`config.mk`:
```
export PLATFORM = sky130hd
export DESIGN_NAME = sound_module_frame_receiver
export DESIGN_NICKNAME = d
export VERILOG_FILES = /design/src/rtl/core/smfr_pkg.sv /design/src/rtl/core/smfr_cfg_regs.sv /design/src/rtl/core/smfr_parser.sv /design/src/rtl/core/smfr_out_reg.sv /design/src/rtl/core/sound_module_frame_receiver.sv
export VERILOG_INCLUDE_DIRS = /design/src /design/src/rtl/core
export SDC_FILE = /design/constraint.sdc
export NUM_CORES = 1
export LEC_CHECK = 0
export BUFFER_PORTS_ARGS = -buffer_cell sky130_fd_sc_hd__buf_4
export CORE_ASPECT_RATIO = 1.4
export CORE_MARGIN = 5
export CORE_UTILIZATION = 32
export DETAILED_ROUTE_END_ITERATION = 8
export HOLD_SLACK_MARGIN = 0.03
export PLACE_DENSITY = 0.56
export SLEW_MARGIN = 20
export SYNTH_ARGS = -nofsm -noshare
export SYNTH_HDL_FRONTEND = slang
export SYNTH_SLANG_ARGS = --single-unit
```
`constraint.sdc`:
```
create_clock -name clk -period 6 [get_ports clk]
set_input_delay 0.9 -clock clk [delete_from_list [all_inputs] [get_ports clk]]
set_output_delay 0.9 -clock clk [all_outputs]
set_load 0.1 [all_outputs]
```
`src/rtl/core/sound_module_frame_receiver_defines.svh`:
```
// Assertion macros for the frame receiver RTL
// No dependencies; included by modules that carry concurrent checks
`ifndef SOUND_MODULE_FRAME_RECEIVER_DEFINES_SVH
`define SOUND_MODULE_FRAME_RECEIVER_DEFINES_SVH

// same-cycle implication, disabled while reset is asserted
`define SMFR_ASSERT_NOW(label, clk, rst_n, ante, cons, msg) \
  label: assert property (@(posedge clk) disable iff (!rst_n) (ante) |-> (cons)) \
    else $error(msg);

// next-cycle implication, disabled while reset is asserted
`define SMFR_ASSERT_NEXT(label, clk, rst_n, ante, cons, msg) \
  label: assert property (@(posedge clk) disable iff (!rst_n) (ante) |=> (cons)) \
    else $error(msg);

`endif

```
`src/rtl/core/smfr_pkg.sv`:
```
// Shared types and constants for the sound module frame receiver
// No dependencies; imported by every module of the block
package smfr_pkg;

  // parser phase
  typedef enum logic [1:0] {
    PH_HUNT,
    PH_ADDR,
    PH_LEN,
    PH_DATA
  } smfr_phase_t;

  // register indexes on the configuration port
  localparam logic [1:0] REG_HEAD    = 2'd0;
  localparam logic [1:0] REG_ADDR    = 2'd1;
  localparam logic [1:0] REG_MIN_LEN = 2'd2;

  // reset values of the registers
  localparam logic [7:0] HEAD_RESET    = 8'd126;
  localparam logic [7:0] ADDR_RESET    = 8'd255;
  localparam logic [7:0] MIN_LEN_RESET = 8'd6;

  // smallest usable length, keeps address and length inside the sum
  localparam logic [7:0] MIN_LEN_FLOOR = 8'd2;

  // position of the first payload byte
  localparam logic [8:0] DATA_START = 9'd3;

  // configuration values seen by the parser
  typedef struct packed {
    logic [7:0] head_value;
    logic [7:0] address_value;
    logic [7:0] min_length;
  } smfr_cfg_t;

  // one result item
  typedef struct packed {
    logic [7:0] byte_out;
    logic       in_frame;
    logic [8:0] position;
    logic       frame_end;
    logic       checksum_ok;
  } smfr_result_t;

endpackage

```
`src/rtl/core/smfr_cfg_regs.sv`:
```
// APB-style register file for the frame receiver settings
// Depends on smfr_pkg for register indexes, reset values and smfr_cfg_t
module smfr_cfg_regs
  import smfr_pkg::*;
(
  input  logic        clk,
  input  logic        rst_n,
  input  logic        psel,
  input  logic        penable,
  input  logic        pwrite,
  input  logic [3:0]  paddr,
  input  logic [31:0] pwdata,
  output logic [31:0] prdata,
  output logic        pready,
  output smfr_cfg_t   cfg
);

  logic [7:0] head_r;
  logic [7:0] addr_r;
  logic [7:0] min_len_r;
  logic       wr_en;
  logic [1:0] reg_idx;

  assign pready  = 1'b1;
  assign reg_idx = paddr[3:2];
  assign wr_en   = psel & penable & pwrite & pready;

  // register writes, unknown indexes are dropped
  always_ff @(posedge clk) begin
    if (!rst_n) begin
      head_r    <= HEAD_RESET;
      addr_r    <= ADDR_RESET;
      min_len_r <= MIN_LEN_RESET;
    end else if (wr_en) begin
      case (reg_idx)
        REG_HEAD:    head_r    <= pwdata[7:0];
        REG_ADDR:    addr_r    <= pwdata[7:0];
        REG_MIN_LEN: min_len_r <= pwdata[7:0];
        default: ;
      endcase
    end
  end

  // read back
  always_comb begin
    case (reg_idx)
      REG_HEAD:    prdata = {24'd0, head_r};
      REG_ADDR:    prdata = {24'd0, addr_r};
      REG_MIN_LEN: prdata = {24'd0, min_len_r};
      default:     prdata = 32'd0;
    endcase
  end

  assign cfg.head_value    = head_r;
  assign cfg.address_value = addr_r;
  assign cfg.min_length    = min_len_r;

endmodule

```
`src/rtl/core/smfr_parser.sv`:
```
// Frame hunting state machine with running checksum, one byte per step
// Depends on smfr_pkg and the assertion macros in the defines header
`include "sound_module_frame_receiver_defines.svh"

module smfr_parser
  import smfr_pkg::*;
(
  input  logic         clk,
  input  logic         rst_n,
  input  logic         step_en,
  input  logic [7:0]   byte_in,
  input  smfr_cfg_t    cfg,
  output smfr_result_t res
);

  smfr_phase_t phase_r, phase_nxt;
  logic [7:0]  len_r, len_nxt;
  logic [8:0]  idx_r, idx_nxt;
  logic [15:0] sum_r, sum_nxt;
  logic [7:0]  chk_hi_r, chk_hi_nxt;

  logic [7:0]  minimum;
  logic [9:0]  idx_ext;
  logic [9:0]  len_ext;
  logic [15:0] byte_ext;

  assign minimum  = (cfg.min_length < MIN_LEN_FLOOR) ? MIN_LEN_FLOOR : cfg.min_length;
  assign idx_ext  = {1'b0, idx_r};
  assign len_ext  = {2'b00, len_r};
  assign byte_ext = {8'd0, byte_in};

  // state register, advances once per processed byte
  always_ff @(posedge clk) begin
    if (!rst_n) begin
      phase_r  <= PH_HUNT;
      len_r    <= 8'd0;
      idx_r    <= 9'd0;
      sum_r    <= 16'd0;
      chk_hi_r <= 8'd0;
    end else if (step_en) begin
      phase_r  <= phase_nxt;
      len_r    <= len_nxt;
      idx_r    <= idx_nxt;
      sum_r    <= sum_nxt;
      chk_hi_r <= chk_hi_nxt;
    end
  end

  // next state and result for the byte at the input register
  always_comb begin
    phase_nxt       = phase_r;
    len_nxt         = len_r;
    idx_nxt         = idx_r;
    sum_nxt         = sum_r;
    chk_hi_nxt      = chk_hi_r;
    res.byte_out    = byte_in;
    res.in_frame    = 1'b0;
    res.position    = 9'd0;
    res.frame_end   = 1'b0;
    res.checksum_ok = 1'b0;
    case (phase_r)
      PH_HUNT: begin
        if (byte_in == cfg.head_value) begin
          res.in_frame = 1'b1;
          sum_nxt      = 16'd0;
          phase_nxt    = PH_ADDR;
        end
      end
      PH_ADDR: begin
        if (byte_in == cfg.address_value) begin
          res.in_frame = 1'b1;
          res.position = 9'd1;
          sum_nxt      = byte_ext;
          phase_nxt    = PH_LEN;
        end else begin
          phase_nxt = PH_HUNT;
        end
      end
      PH_LEN: begin
        if (byte_in >= minimum) begin
          res.in_frame = 1'b1;
          res.position = 9'd2;
          len_nxt      = byte_in;
          sum_nxt      = sum_r + byte_ext;
          idx_nxt      = DATA_START;
          phase_nxt    = PH_DATA;
        end else begin
          phase_nxt = PH_HUNT;
        end
      end
      PH_DATA: begin
        res.in_frame = 1'b1;
        res.position = idx_r;
        // payload is summed, then the checksum word, high byte first
        if (idx_ext <= len_ext) begin
          sum_nxt = sum_r + byte_ext;
        end else if (idx_ext == len_ext + 10'd1) begin
          chk_hi_nxt = byte_in;
        end else if (idx_ext == len_ext + 10'd2) begin
          sum_nxt = sum_r + {chk_hi_r, byte_in};
        end
        // end byte closes the frame, its value is not checked
        if (idx_ext >= len_ext + 10'd3) begin
          res.frame_end   = 1'b1;
          res.checksum_ok = (sum_r == 16'd0);
          phase_nxt       = PH_HUNT;
        end else begin
          idx_nxt = idx_r + 9'd1;
        end
      end
      default: begin
        phase_nxt = PH_HUNT;
      end
    endcase
  end

  // checks
  `SMFR_ASSERT_NOW(a_end_in_frame, clk, rst_n, res.frame_end, res.in_frame, "frame end outside a frame")
  `SMFR_ASSERT_NOW(a_reject_pos, clk, rst_n, !res.in_frame, res.position == 9'd0 && !res.checksum_ok, "rejected byte carries frame fields")
  `SMFR_ASSERT_NOW(a_idx_range, clk, rst_n, phase_r == PH_DATA, idx_r >= DATA_START && {1'b0, idx_r} <= {2'b00, len_r} + 10'd3, "data index out of frame")
  `SMFR_ASSERT_NOW(a_len_floor, clk, rst_n, phase_r == PH_DATA, len_r >= MIN_LEN_FLOOR, "latched length below floor")
  `SMFR_ASSERT_NEXT(a_end_hunt, clk, rst_n, step_en && res.frame_end, phase_r == PH_HUNT, "no return to hunting after frame end")

endmodule

```
`src/rtl/core/smfr_out_reg.sv`:
```
// Result register driving the output stream channel
// Depends on smfr_pkg for smfr_result_t
module smfr_out_reg
  import smfr_pkg::*;
(
  input  logic         clk,
  input  logic         rst_n,
  input  logic         advance,
  input  logic         load_valid,
  input  smfr_result_t load_res,
  output logic         out_valid,
  output smfr_result_t out_res
);

  logic         valid_r;
  smfr_result_t res_r;

  // valid flag, control state
  always_ff @(posedge clk) begin
    if (!rst_n) begin
      valid_r <= 1'b0;
    end else if (advance) begin
      valid_r <= load_valid;
    end
  end

  // payload, no reset needed
  always_ff @(posedge clk) begin
    if (advance && load_valid) begin
      res_r <= load_res;
    end
  end

  assign out_valid = valid_r;
  assign out_res   = res_r;

endmodule

```
`src/rtl/core/sound_module_frame_receiver.sv`:
```
// Sound module frame receiver: byte stream in, tagged byte stream out
// Depends on smfr_pkg, smfr_cfg_regs, smfr_parser and smfr_out_reg
//
// Usage:
//   in_*   : received serial bytes, one per transfer, in_tdata[7:0]
//   out_*  : exactly one result transfer per input byte, in input order;
//            tdata carries the byte, its frame position and the checksum
//            flag, tuser marks bytes inside a frame, tlast the frame end
//   cfg_*  : head byte, address byte and minimum length at 0x0, 0x4, 0x8;
//            write only while no byte is in flight
// Path: a byte accepted on in_* passes the input register, then the result
//   register, before it is offered on out_*.
// Throughput: one byte per cycle unless a stall holds the result register;
//   the per-byte parser update between the registers is combinational.
// Reset (rst_n low, synchronous): both stages empty, parser hunting for a
//   head byte, registers back to 0x7E, 0xFF and 6.
// Stall: with out_tready low the result register holds its transfer; the
//   input register still takes one more byte, then in_tready drops until
//   the result is taken. Parser state moves only when a byte advances.
module sound_module_frame_receiver
  import smfr_pkg::*;
(
  input  logic        clk,
  input  logic        rst_n,
  // input stream
  input  logic        in_tvalid,
  output logic        in_tready,
  input  logic [7:0]  in_tdata,   // [7:0] byte_in
  // result stream
  output logic        out_tvalid,
  input  logic        out_tready,
  output logic [23:0] out_tdata,  // [7:0] byte_out, [16:8] position, [17] checksum_ok
  output logic        out_tuser,  // [0] in_frame
  output logic        out_tlast,  // frame_end
  // configuration port
  input  logic        cfg_psel,
  input  logic        cfg_penable,
  input  logic        cfg_pwrite,
  input  logic [3:0]  cfg_paddr,
  input  logic [31:0] cfg_pwdata,
  output logic [31:0] cfg_prdata,
  output logic        cfg_pready
);

  smfr_cfg_t    cfg;
  smfr_result_t step_res;
  smfr_result_t out_res;
  logic         s1_valid_r;
  logic [7:0]   s1_byte_r;
  logic         advance;
  logic         step_en;

  // pipeline moves when the result register is free or being emptied
  assign advance   = !out_tvalid || out_tready;
  assign in_tready = !s1_valid_r || advance;
  assign step_en   = s1_valid_r && advance;

  // input register
  always_ff @(posedge clk) begin
    if (!rst_n) begin
      s1_valid_r <= 1'b0;
    end else if (in_tready) begin
      s1_valid_r <= in_tvalid;
    end
  end

  always_ff @(posedge clk) begin
    if (in_tready && in_tvalid) begin
      s1_byte_r <= in_tdata;
    end
  end

  smfr_cfg_regs u_cfg (
    .clk     (clk),
    .rst_n   (rst_n),
    .psel    (cfg_psel),
    .penable (cfg_penable),
    .pwrite  (cfg_pwrite),
    .paddr   (cfg_paddr),
    .pwdata  (cfg_pwdata),
    .prdata  (cfg_prdata),
    .pready  (cfg_pready),
    .cfg     (cfg)
  );

  smfr_parser u_parser (
    .clk     (clk),
    .rst_n   (rst_n),
    .step_en (step_en),
    .byte_in (s1_byte_r),
    .cfg     (cfg),
    .res     (step_res)
  );

  smfr_out_reg u_out (
    .clk        (clk),
    .rst_n      (rst_n),
    .advance    (advance),
    .load_valid (s1_valid_r),
    .load_res   (step_res),
    .out_valid  (out_tvalid),
    .out_res    (out_res)
  );

  // output packing
  assign out_tdata = {6'd0, out_res.checksum_ok, out_res.position, out_res.byte_out};
  assign out_tuser = out_res.in_frame;
  assign out_tlast = out_res.frame_end;

endmodule
```
* After elaboration in Yosys (flattened, before gate mapping) *
Cells that the tools add are included.

operators by class
  add/sub/neg operators = 6
  multipliers = 0
  divide/modulo/power cells = 0
  $lt $le $gt $ge = 4
  equality and inequality tests = 16
  shift operators = 0
  multiplexer cells = 23
  bitwise operators = 3
  reduce and logical (&&, ||, !) cells = 19

operator list
  kind                 count
  $mux 16              6
  $pmux 16 s4          1
  $pmux 9 s3           1
  $pmux 8 s3           1
  $eq 9x10->1          2
  $mux 10              2
  $add 8x2->9 const B  2
  $mux 9               2
  $pmux 9 s2           1
  $add 16x16->16       1
  $add 16x8->16        1
  $eq 8x8->1           2
  $logic_not 16->1     1
  $ge 9x10->1          1
  $mux 2               5
  $add 8x1->9 const B  1
  $add 9x1->9 const B  1
  $le 9x8->1           1
  $ge 8x8->1           1
  $lt 8x2->1 const B   1
  $mux 8               1
  $ne 2x1->1 const B   4
  $pmux 2 s4           1
  $reduce_and 2->1     4
  other kinds (17)     27

word-level totals
  flip-flop bits (word level) = 97
  latch bits = 0
  RAM bits = 0
  memory bits (read-only) = 0
  input port bits = 51
  output and inout bits = 61
  logic and storage cells = 87
  memories = 0

* Depth between registers and ports, before layout *
Gate-level depths: netlist of the first run.

  depth after elaboration = 6
  mapped depth = 14
  depth with buffers taken out = 12

* By module *
A second synthesis of the first run with hierarchy kept.

second synthesis, totals
  cells, all modules = 740
  area total of the unflattened synthesis = 6646.4 um^2

by module, submodules not included
  module                       times used  cells each  area an instance (um^2)  sequential area each (um^2)
  smfr_parser                  1           541         4262.8                   860.8
  smfr_cfg_regs                1           153         1392.6                   480.5
  smfr_out_reg                 1           24          644.4                    620.6
  sound_module_frame_receiver  1           22          346.6                    260.2

* Least setup slack after synthesis of the first run *
OpenSTA, ideal clock, no wires.

  kind = input to output
  start point = input cfg_paddr[2]
  end point = output cfg_prdata[0]
  arrival = 3.549 ns
  required time = 5.100 ns
  setup slack = 1.551 ns
  cell stages on the path = 3
  buffers on the path = 1
  path through = buf_1 -> mux2i_1 -> o21ai_0

on the way
  cells in the longest elaborated chain, start to end = 2
  elaborated cells between the ends (all ways) = 4
  those cells by class = eq/ne: 2; mux: 1; reduce/logical: 1

RTL lines
  item                                line                               text
  start: declaration                  sound_module_frame_receiver.sv:39  input logic [3:0] cfg_paddr,
  $eq 2x2->1 (tied with other cells)  smfr_cfg_regs.sv:46                case (reg_idx)
  $pmux 8 s3 (*)                      smfr_cfg_regs.sv:46
  end: declaration                    sound_module_frame_receiver.sv:41  output logic [31:0] cfg_prdata,

Mark *: on every way between the ends. The rest lies on a longest branch, timed or not.

* Final worst setup path of the first run *
  start point = input out_tready
  end point = register u_parser.chk_hi_r[7]

on the way
  cells in the longest elaborated chain, start to end = 3

RTL lines
  item                        line                               text
  start: declaration          sound_module_frame_receiver.sv:31  input logic out_tready,
  $logic_or 1x1->1            sound_module_frame_receiver.sv:54  assign advance = !out_tvalid || out_tready;
  $logic_and 1x1->1           sound_module_frame_receiver.sv:56  assign step_en = s1_valid_r && advance;
  named net step_en           sound_module_frame_receiver.sv:51  logic step_en;
  $reduce_and 4->1 (no line)  --
  end signal: assignment      smfr_parser.sv:45                  chk_hi_r <= chk_hi_nxt;
  end: declaration            smfr_parser.sv:20                  logic [7:0] chk_hi_r, chk_hi_nxt;

The timed path passes the listed nets, and every way through them passes these cells.
A chain may end at the register's enable or synchronous reset.

==> summary.md, run 1 <==
| Metric | Value |
|---|---|
| H-tree depth | 3 |
| GRT Util Overall | 0.152 |
| I/O Pins | 112 |
| Cell area after synthesis | 6410 sq um |
| Post-cts gate resize count | 0 |
| Switching Power | between 500 and 600 uW |
| Clock power share | 0.388 |
| Post-CTS Setup Bufs | 0 |
| Drt total wl | 17200 um |
| Met3 wire len | 647 um |
| Syn-to-layout area delta | 12.6% |
| Comb pwr share | 0.161 |
| Syn Area/Cell | 8.64 sq um |
| Ys Warns | 0 |
| GPL Wtd Cong | between 0.8 and 0.9 |
| WL/cell | 16.7 um |
| Leak | roughly 0.0029 uW |
| Via count of the first global-routing pass | 5231 |
| Bufs and invs on worst path | 2 |
| Crit end category | flop |
| Worst EP arrival | 3760 ps |
| CP Max Fanout | 25 |
| Fin. max-slew vios | 0 |
| Top Family by Delay on Critical Path | simple AND/OR/NAND/NOR gates |
| # fillers | ~2100 |
| First-pass GRT wire length | 27600 um |
| Least-Margin Pin Slew | 966 ps |
| Reg power frac | 0.451 |
| Metal2 WL | approximately 9000 um |
| Hold path cells | 2 |
| Post-CTS Hold Fix Bufs | 0 |
| Clock Path Buffers | 2 |
| Initial Utilization | 0.324 |
| FMAX | 282 MHz |
| Slowest CP cell | inv_1 |
| Synth unique cells | 59 |
| Hold Fails Final Rpt | 0 |
| Non-Filler Instances | just over 1000 |
| CTS Root Cell | clkbuf_16 |
| Critical path startpoint category | input pin |
| EDFF count, synth | 28 |
| Req. time, crit path | approximately 6200 ps |
| Synth Register Bits | 97 |
| Largest net degree at the start of global routing | 31 |
| Power Internal | 1050 uW |
| Setup Skew | 11.5 ps |
| Type of the worst setup path | in -> reg |
| Headroom to the max-slew limit | 0.352 |
| Status | finished clean |
| Mapped Cells | about 740 |
| Worst R2R Path Depth | 10 |
| Grt ovf | 0 |
| Final setup fails | 0 |
| CORE AREA | 19800 sq um |
| Top layer reached by signal wires | met4 |
| Worst setup margin | ~2400 ps |
| Pre-CTS setup slack | 1990 ps |
| DRT iter0 DRCs | 322 |
| Crit-path cells | buf_4 > nor2b_1 > nand2b_1 > inv_1 > nand3_1 > or4_1 > nor4_4 > mux2i_1 > nor2_1 |
| Sw frac | 0.327 |
| Register area share after synthesis | 0.347 |
| Proportion of layout cells with a drive suffix above 1 | 0.109 |
| Design area | 7220 sq um |
| Initial antenna violation count | 0 |
| Most common cell after layout, fill and taps aside | nand2_1 |
| Peak VDD IR | 0.129 mV |
| Number of port buffers | 54 |
| Die area | 23000 sq um |
| Nets | about 870 |
| M1 WL | 7300 um |
| Setup tns final | 0 ps |
| Post-synthesis async set-or-reset flop share | 0 |
| N_diodes | 0 |
| Part of the cycle the worst path needs | 0.592 |
| RSZ-0062 raised after global routing | no |
| Clock slew seen by the registers of the worst setup and hold paths | 80 ps |
| Post-route ant nets | 0 |
| Placement Cell Area | 6900 sq um |
| Die Span Y | between 150 and 200 um |
| Routed vias | 5313 |
| Residual DRC | 0 |
| CTS Sinks | 97 |
| HP Class | reg -> reg |
| Clk_lat worst skew | 350 ps |
| Critical path depth in cells | 9 |
| Placed insts | 1017 |
| Final min period | between 3000 and 4000 ps |
| TritonCTS buffer count | 9 |
| CTS tree | done |
| First drt pass iteration count | 5 |
| Max cap viols | 0 |
| Chip width | 130 um |
| Core Rows | 61 |
| Commonest non-fill, non-tap cells in the layout | nand2_1 (73), dfxtp_1 (69), nor2_1 (66), buf_4 (60), ha_1 (45) |
| Top FF cell, synth | dfxtp_1 |
| DPL Wire Length | 12900 um |
| Drt via density | 5.14 |
| P per Cell Area | about 220 nW/um^2 |
| Max incr delay on CP | 760 ps |
-- per-layer routing --
| metal | up-vias | global-route usage |
|---|---|---|
| li1 | 2671 | - |
| met1 | 2530 | 0.181 |
| met2 | 99 | 0.281 |
| met3 | 13 | 0.0223 |
| met4 | 0 | 0.0429 |
| met5 | - | 0 |
-- through the flow --
step / utilization / total power [uW] / hold WS [ps]
6_report: 0.365 / 1560 / 488
5_1_grt: 0.365 / 1620 / 503
4_1_cts: 0.365 / 1580 / 486
3_5_place_dp: 0.349 / 972 / 475
3_3_place_gp: 0.349 / 971 / 475
2_1_floorplan: - / 933 / 446
-- flip-flops by register name (all words and copies together), names as in the netlist --
signal	count
s1_byte_r	8
s1_valid_r	1
u_cfg.addr_r	8
u_cfg.head_r	8
u_cfg.min_len_r	8
u_out.out_res	20
u_out.out_valid	1
u_parser.chk_hi_r	8
u_parser.idx_r	9
u_parser.len_r	8
u_parser.phase_r	2
u_parser.sum_r	16
-- worst register-to-register path, stage by stage (launching register included) --
cell and delay [ps]:
dfxtp_1 530, inv_1 190, ha_1 330, nand3_1 90
o21bai_1 170, nand4b_1 170, and3_1 450, nand2_1 280
nor4_4 770, mux2i_1 270, nor2_1 50
-- worst paths after layout --
kind,from,end,slack [ps]
setup / recovery,out_tready,u_parser.chk_hi_r[7],2450
hold / removal,u_cfg.head_r[7],u_cfg.head_r[7],490
setup reg to reg,u_parser.len_r[3],u_parser.chk_hi_r[7],2560
hold reg to reg,u_cfg.head_r[7],u_cfg.head_r[7],490
-- cell type report --
| class | instances | area (sq um) | share of cell area |
|---|---|---|---|
| multi-input combinational | 577 | 3800 | 0.526 |
| sequential | 97 | 2220 | 0.308 |
| timing repair buffer | 60 | 450 | 0.0624 |
| clock inverter | 6 | 70.1 | 0.00970 |
| inverter | 31 | 116 | 0.0161 |
| clock buffer | 10 | 250 | 0.0347 |
| tap | 252 | 315 | 0.0437 |
-- cells in the mapped netlist, types with 2 or more instances --
library cell  number  area [sq um]
buf_2              4          20.0
a211oi_1          15           113
or3_1             12          75.1
nand4b_1           2          17.5
nand3_1           33           165
nor4_4             2          42.5
ha_1              45           563
edfxtp_1          28           841
a211o_1            2          17.5
nor2b_1            4          25.0
o311ai_0           2          17.5
xnor2_1           35           307
nand4_1           14          87.6
mux2i_1           36           360
o21bai_1           5          37.5
nor3_1            12          60.1
nor3b_1            4          30.0
nor4_1             8          50.1
a21o_1            11          82.6
o211ai_1           4          30.0
buf_4             35           263
and2_1             7          43.8
o32ai_1            2          17.5
o22ai_1            2          12.5
conb_1             2          7.51
a31oi_1            5          31.3
dfxtp_1           69          1380
a21oi_1           32           160
or4_1              7          52.6
and4_1             3          26.3
nand2_1           73           274
o21ai_0           38           190
xor2_1            13           114
inv_1             29           109
a221oi_1           8          70.1
and3_1            12          75.1
o41ai_1            2          17.5
o21a_1             7          52.6
clkbuf_1          22          82.6
o31a_1             2          17.5
nand2b_1           7          43.8
buf_1              5          18.8
nor2_1            66           248
-- cell families after synthesis --
kind of cell,synth area share
compound gates,0.149
simple gates,0.210
mux,0.0580
other cells,0.00117
flops,0.347
xor+xnor,0.0656
fa+ha+maj,0.0910
buf+inv,0.0781
-- power groups by stage --
stage               sequential, uW  clock [uW]  combinational (uW)
global placement               720           0                 251
finish                         704         605                 251
floorplan                      756           0                 177
CTS                            705         622                 252
global route                   706         649                 263
detailed placement             720           0                 252
Power figures use the tool's default switching activity.
==> inputs of run 2 (changes only) <==
Settings changed: PLACE_DENSITY 0.56 to 0.57.
Clock period 6 ns to 3.2 ns, I/O delays scaled along.
==> run 2 against run 1 <==
Cell count increased by 4.3%. Clock power increased by 88%. Clock skew increased by 1.7 ps. Sequential power increased by 86%. Global-route usage increased by 1.1 points. Critical path depth increased by 1. Combinational power increased by 100%. Die area unchanged. First-iteration DRC count increased by 3.4%. Register-to-register slack got worse by 2400 ps. Utilization increased by 1.8 points. Largest power group unchanged.
==> summary.md, run 2 (synthesized netlist as in run 1, its figures left out) <==
| Metric | Value |
|---|---|
| Status | finished clean (unchanged) |
| First drt pass iteration count | 5 (unchanged) |
| Core Rows | 61 (unchanged) |
| Switching Power | 950 uW (was 510 uW) |
| CTS Sinks | 97 (unchanged) |
| Final min period | 3000 ps |
| Initial Utilization | 0.324 (unchanged) |
| CP Max Fanout | 3 (was 25) |
| H-tree depth | 3 (unchanged) |
| Nets | 917 (was 873) |
| Crit-path cells | ha_1 > fa_1 > a211oi_1 > o21ai_1 > a31oi_1 > nor2_1 > nor3b_1 > a221oi_1 > or3_1 > a21oi_1 (was buf_4 > nor2b_1 > nand2b_1 > inv_1 > nand3_1 > or4_1 > nor4_4 > mux2i_1 > nor2_1) |
| RSZ-0062 raised after global routing | no (unchanged) |
| Clk_lat worst skew | 360 ps (was 350 ps) |
| Clock Path Buffers | 2 (unchanged) |
| Peak VDD IR | 0.207 mV (was 0.129 mV) |
| HP Class | in -> reg (was reg -> reg) |
| Residual DRC | 0 (unchanged) |
| Post-route ant nets | 0 (unchanged) |
| Part of the cycle the worst path needs | 0.939 |
| Worst R2R Path Depth | 10 (unchanged) |
| Leak | 0.00314 uW (was 0.00291 uW) |
| Least-Margin Pin Slew | 895 ps (was 966 ps) |
| CTS tree | done (unchanged) |
| Worst setup margin | 196 ps (was 2450 ps) |
| Drt total wl | 18800 um (was 17200 um) |
| First-pass GRT wire length | 29000 um (was 27600 um) |
| Hold slack | 300 ps (was 488 ps) |
| Grt ovf | 0 (unchanged) |
| Worst EP arrival | 3300 ps (was 3760 ps) |
| WL/cell | 17.4 um (was 16.7 um) |
| Slowest CP cell | edfxtp_1 (was inv_1) |
| Type of the worst setup path | reg -> reg (was in -> reg) |
| Final setup fails | 0 (unchanged) |
| Crit end category | flop (unchanged) |
| Proportion of layout cells with a drive suffix above 1 | 0.161 (was 0.109) |
| CTS Root Cell | clkbuf_16 (unchanged) |
| Chip width | 130 um (unchanged) |
| N_diodes | 0 (unchanged) |
| Die Span Y | 177 um (unchanged) |
| DPL Wire Length | 14400 um (was 12900 um) |
| Max cap viols | 0 (unchanged) |
| Critical path startpoint category | flop (was input pin) |
| Largest net degree at the start of global routing | 34 (was 31) |
| Sw frac | 0.321 (was 0.327) |
| Req. time, crit path | 3500 ps (was 6210 ps) |
| Hold path cells | 1 (was 2) |
| Via count of the first global-routing pass | 5453 (was 5231) |
| Routed vias | 5513 (was 5313) |
| Max reg flops | 20 (unchanged) |
| DRT iter0 DRCs | 333 (was 322) |
| Clock power share | 0.386 (was 0.388) |
| Pre-CTS setup slack | 17.2 ps (was 1990 ps) |
| Post-CTS Hold Fix Bufs | 0 (unchanged) |
| GPL Wtd Cong | 0.899 (was 0.868) |
| Fin. max-slew vios | 0 (unchanged) |
| GRT Util Overall | 0.164 (was 0.152) |
| I/O Pins | 112 (unchanged) |
| Number of port buffers | 54 (unchanged) |
| Layout Utilization | 0.383 (was 0.365) |
| Headroom to the max-slew limit | 0.399 (was 0.352) |
| Power Internal | 2010 uW (was 1050 uW) |
| Commonest non-fill, non-tap cells in the layout | buf_4 (101), nand2_1 (73), dfxtp_1 (68), nor2_1 (66), ha_1 (45) (was nand2_1 (73), dfxtp_1 (69), nor2_1 (66), buf_4 (60), ha_1 (45)) |
| Most common cell after layout, fill and taps aside | buf_4 (was nand2_1) |
| Syn-to-layout area delta | 18.2% (was 12.6%) |
| CORE AREA | 19800 sq um (unchanged) |
| Setup Skew | 13.2 ps (was 11.5 ps) |
| Reg power frac | 0.443 (was 0.451) |
| Die area | 23000 sq um (unchanged) |
| Comb pwr share | 0.171 (was 0.161) |
| FMAX | 333 MHz |
| TritonCTS buffer count | 9 (unchanged) |
| Max incr delay on CP | 480 ps (was 760 ps) |
| Clock slew seen by the registers of the worst setup and hold paths | 80 ps (about the same) |
| Setup tns final | 0 ps (unchanged) |
| P per Cell Area | 390 nW/um^2 (was 216 nW/um^2) |
| Drt via density | 5.12 (was 5.14) |
| Hold Fails Final Rpt | 0 (unchanged) |
| Initial antenna violation count | 0 (unchanged) |
run 2: cell types whose count changed in the layout (fill, tap and decap cells not counted), moves of 2 or more:
| cell | change |
|---|---|
| o311ai_1 | +2 |
| o21ai_0 | -10 |
| buf_4 | +41 |
| o21ai_1 | +9 |
| o311ai_0 | -2 |
| clkinv_4 | -2 |
run 2: worst max-delay path: cells and delay by family (launching register included):
family / cells / cell delay, ps
flip-flops: 1 / 480
adder cells (fa/ha/maj): 2 / 720
AO/OA/AOI/OAI: 5 / 1090
AND/OR/NAND/NOR: 3 / 640
run 2: power groups by stage:
stage	Clock (uW)	Combinational, uW	Sequential, uW
after floorplan	0	333	1420
after global placement	0	504	1340
after detailed placement	0	507	1340
after CTS	1170	508	1310
after global routing	1210	529	1310
final	1140	506	1310
run 2: routing by layer:
layer,vias to the layer above,share of wire,GRT usage
li1,2761,-,-
met1,2543,0.39,0.180
met2,163,0.50,0.290
met3,46,0.050,0.0331
met4,0,0.055,0.0901
met5,-,0,0
run 2: what timing repair did:
item / 4_1_cts / 5_1_grt
setup endpoints to repair: 0 / 14
resized for setup: 0 / 9
buffers inserted: 0 / 2
run 2: layout make-up:
| type | count | area [sq um] |
|---|---|---|
| clock buffer | 9 | 225 |
| clock inverter | 7 | 87.6 |
| fill | 2011 | 12200 |
| inverter | 31 | 116 |
| multi-input combinational | 578 | 3820 |
| sequential | 97 | 2220 |
| tap | 252 | 315 |
| timing repair buffer | 103 | 786 |
run 2: path summary, 6_finish.rpt:
check	start	endpoint	slack [ps]
worst min-delay path	in_tdata[2]	s1_byte_r[2]	300
worst max-delay path	s1_byte_r[0]	u_parser.sum_r[10]	200
worst min register to register	u_parser.sum_r[6]	u_parser.sum_r[6]	480
worst max register to register	s1_byte_r[0]	u_parser.sum_r[10]	200
run 2: stage by stage:
| step | cell area, sq um | power (uW) | cells |
|---|---|---|---|
| 2_1_floorplan | 6520 | 1750 | 771 |
| 3_3_place_gp | 7220 | 1840 | 1058 |
| 3_5_place_dp | 7220 | 1850 | 1058 |
| 4_1_cts | 7530 | 2990 | 1074 |
| 5_1_grt | 7570 | 3050 | 1077 |
| 6_report | 7570 | 2960 | 1077 |
==> inputs of run 3 (changes only) <==
Settings changed: PLACE_DENSITY 0.57 to 0.56.
Clock period 3.2 ns to 2.9 ns, I/O delays scaled along.
==> run 3 against run 2 <==
Utilization up 1.9 points. Die area unchanged. Routed wire length down 0.52%. Worst setup slack worse by 87 ps. Clock-buffer cell count unchanged. Sequential power up 11%. First-iteration DRC count down 14%. Flip-flop and latch count unchanged. Critical endpoint is now u_parser.idx_r[3]. Largest power group unchanged.
==> summary.md, run 3 (synthesized netlist as in run 1, its figures left out) <==
| Metric | Value |
|---|---|
| Type of the worst setup path | reg -> reg (unchanged) |
| Req. time, crit path | 3200 ps (was 3500 ps) |
| H-tree depth | 3 (unchanged) |
| Initial antenna violation count | 0 (unchanged) |
| Hold Fails Final Rpt | 0 (unchanged) |
| Final setup fails | 0 (unchanged) |
| FMAX | 358 MHz (was 333 MHz) |
| CTS tree | done (unchanged) |
| Grt ovf | 0 (unchanged) |
| Worst EP arrival | 3090 ps (was 3300 ps) |
| Max reg flops | 20 (unchanged) |
| Status | finished clean (unchanged) |
| Post-CTS Hold Fix Bufs | 0 (unchanged) |
| Non-Filler Instances | 1110 (was 1077) |
| Commonest non-fill, non-tap cells in the layout | buf_4 (135), nand2_1 (72), nor2_1 (64), dfxtp_1 (63), ha_1 (41) (was buf_4 (101), nand2_1 (73), dfxtp_1 (68), nor2_1 (66), ha_1 (45)) |
| Setup tns final | 0 ps (unchanged) |
| Initial Utilization | 0.324 (unchanged) |
| Leak | 0.00331 uW (was 0.00314 uW) |
| Setup Skew | 12.6 ps (was 13.2 ps) |
| CP Max Fanout | 4 (was 3) |
| Power Internal | 2230 uW (was 2010 uW) |
| Core Rows | 61 (unchanged) |
| First drt pass iteration count | 4 (was 5) |
| Most common cell after layout, fill and taps aside | buf_4 (unchanged) |
| Clk_lat worst skew | 360 ps (about the same) |
| TritonCTS buffer count | 9 (unchanged) |
| Headroom to the max-slew limit | 0.599 (was 0.399) |
| Drt total wl | 18700 um (was 18800 um) |
| Residual DRC | 0 (unchanged) |
| Crit end category | flop (unchanged) |
| Syn-to-layout area delta | 24.0% (was 18.2%) |
| Part of the cycle the worst path needs | 0.962 (was 0.939) |
| HP Class | in -> reg (unchanged) |
| Via count of the first global-routing pass | 5419 (was 5453) |
| WL/cell | 16.8 um (was 17.4 um) |
| CTS Root Cell | clkbuf_16 (unchanged) |
| DPL Wire Length | 14500 um (was 14400 um) |
| Drt via density | 5.09 (was 5.12) |
| CORE AREA | 19800 sq um (unchanged) |
| Clock slew seen by the registers of the worst setup and hold paths | 70 ps (was 80 ps) |
| Final min period | 2790 ps (was 3000 ps) |
| Max cap viols | 0 (unchanged) |
| Seq. cell area | 2230 sq um (was 2220 sq um) |
| Switching Power | 1060 uW (was 950 uW) |
| DRT iter0 DRCs | 285 (was 333) |
| Peak VDD IR | 0.247 mV (was 0.207 mV) |
| Clock Path Buffers | 2 (unchanged) |
| Nets | 950 (was 917) |
| Number of port buffers | 54 (unchanged) |
| Reg power frac | 0.441 (was 0.443) |
| Die area | 23000 sq um (unchanged) |
| Fin. max-slew vios | 0 (unchanged) |
| # fillers | 1970 (was 2011) |
| Least-Margin Pin Slew | 601 ps (was 895 ps) |
| Routed vias | 5655 (was 5513) |
| Clock power share | 0.389 (was 0.386) |
| Die Span Y | 177 um (unchanged) |
| Proportion of layout cells with a drive suffix above 1 | 0.227 (was 0.161) |
| First-pass GRT wire length | 29400 um (was 29000 um) |
| N_diodes | 0 (unchanged) |
| Sw frac | 0.322 (was 0.321) |
| Post-route ant nets | 0 (unchanged) |
| I/O Pins | 112 (unchanged) |
| Chip width | 130 um (unchanged) |
| GPL Wtd Cong | 0.934 (was 0.899) |
| Area occupied by multi-input gates | 3930 sq um (was 3820 sq um) |
| Comb pwr share | 0.171 (about the same) |
| Placed insts | 1087 (was 1058) |
| GRT Util Overall | 0.164 (about the same) |
| Critical path startpoint category | flop (unchanged) |
| CTS Sinks | 97 (unchanged) |
| P per Cell Area | 413 nW/um^2 (was 390 nW/um^2) |
| Largest net degree at the start of global routing | 28 (was 34) |
-- run 3: cell types whose count changed in the layout (fill, tap and decap cells not counted), sizes merged --
cell	change
buf	+35
clkbuf	-1
clkinv	+1
inv	-1
o31a	-1
-- run 3: through the flow --
stage | hold slack (ps) | power (uW) | instance area, sq um | worst slack (ps) | utilization
floorplan | 446 | 1930 | 6520 | 8.66 | -
global placement | 474 | 2030 | 7430 | -133 | 0.376
detailed placement | 473 | 2040 | 7430 | -113 | 0.376
CTS | 240 | 3320 | 7810 | 1.96 | 0.395
global route | 240 | 3400 | 7950 | -34.1 | 0.402
finish | 253 | 3280 | 7950 | 109 | 0.402
-- run 3: path summary, 6_finish.rpt --
check / start / endpoint / slack [ps] / cells past startpoint
worst min-delay path: in_tdata[3] / s1_byte_r[3] / 250 / 1
worst max-delay path: u_parser.len_r[1] / u_parser.idx_r[3] / 110 / 13
worst min register to register: u_cfg.head_r[7] / u_cfg.head_r[7] / 490 / 2
worst max register to register: u_parser.len_r[1] / u_parser.idx_r[3] / 110 / 13
-- run 3: what timing repair did --
| item | in CTS | in global routing |
|---|---|---|
| pin swaps | 7 | 7 |
| resized for setup | 9 | 32 |
| buffers inserted | 6 | 1 |
| hold endpoints to repair | 0 | 0 |
| setup endpoints to repair | 12 | 26 |
-- run 3: cell type report --
| class | count | area share |
|---|---|---|
| sequential | 97 | 0.281 |
| tap | 252 | 0.0397 |
| multi-input combinational | 577 | 0.495 |
| clock buffer | 9 | 0.0283 |
| timing repair buffer | 137 | 0.130 |
| inverter | 31 | 0.0151 |
| clock inverter | 7 | 0.0120 |
-- run 3: metal layers --
layer	up-vias	global-route usage	part of all wire
met4	0	0.0745	0.032
li1	2830	-	-
met5	-	0	0
met2	111	0.301	0.54
met1	2684	0.183	0.39
met3	30	0.0271	0.037
-- run 3: critical path, stage by stage (launching register included) --
cell,delay (ps)
dfxtp_2,360
inv_2,50
ha_2,190
a21oi_4,140
nor2_2,60
xnor2_1,120
ha_1,310
and2_4,160
o31ai_2,220
o21ai_2,110
o31a_2,310
buf_4,140
or4_4,500
nand2_2,60
-- run 3: power by group through the flow --
stage / combinational (uW) / sequential, uW / clock, uW
floorplan: 368 / 1560 / 0
global placement: 556 / 1480 / 0
detailed placement: 558 / 1480 / 0
CTS: 560 / 1450 / 1310
global route: 587 / 1450 / 1370
finish: 561 / 1450 / 1280
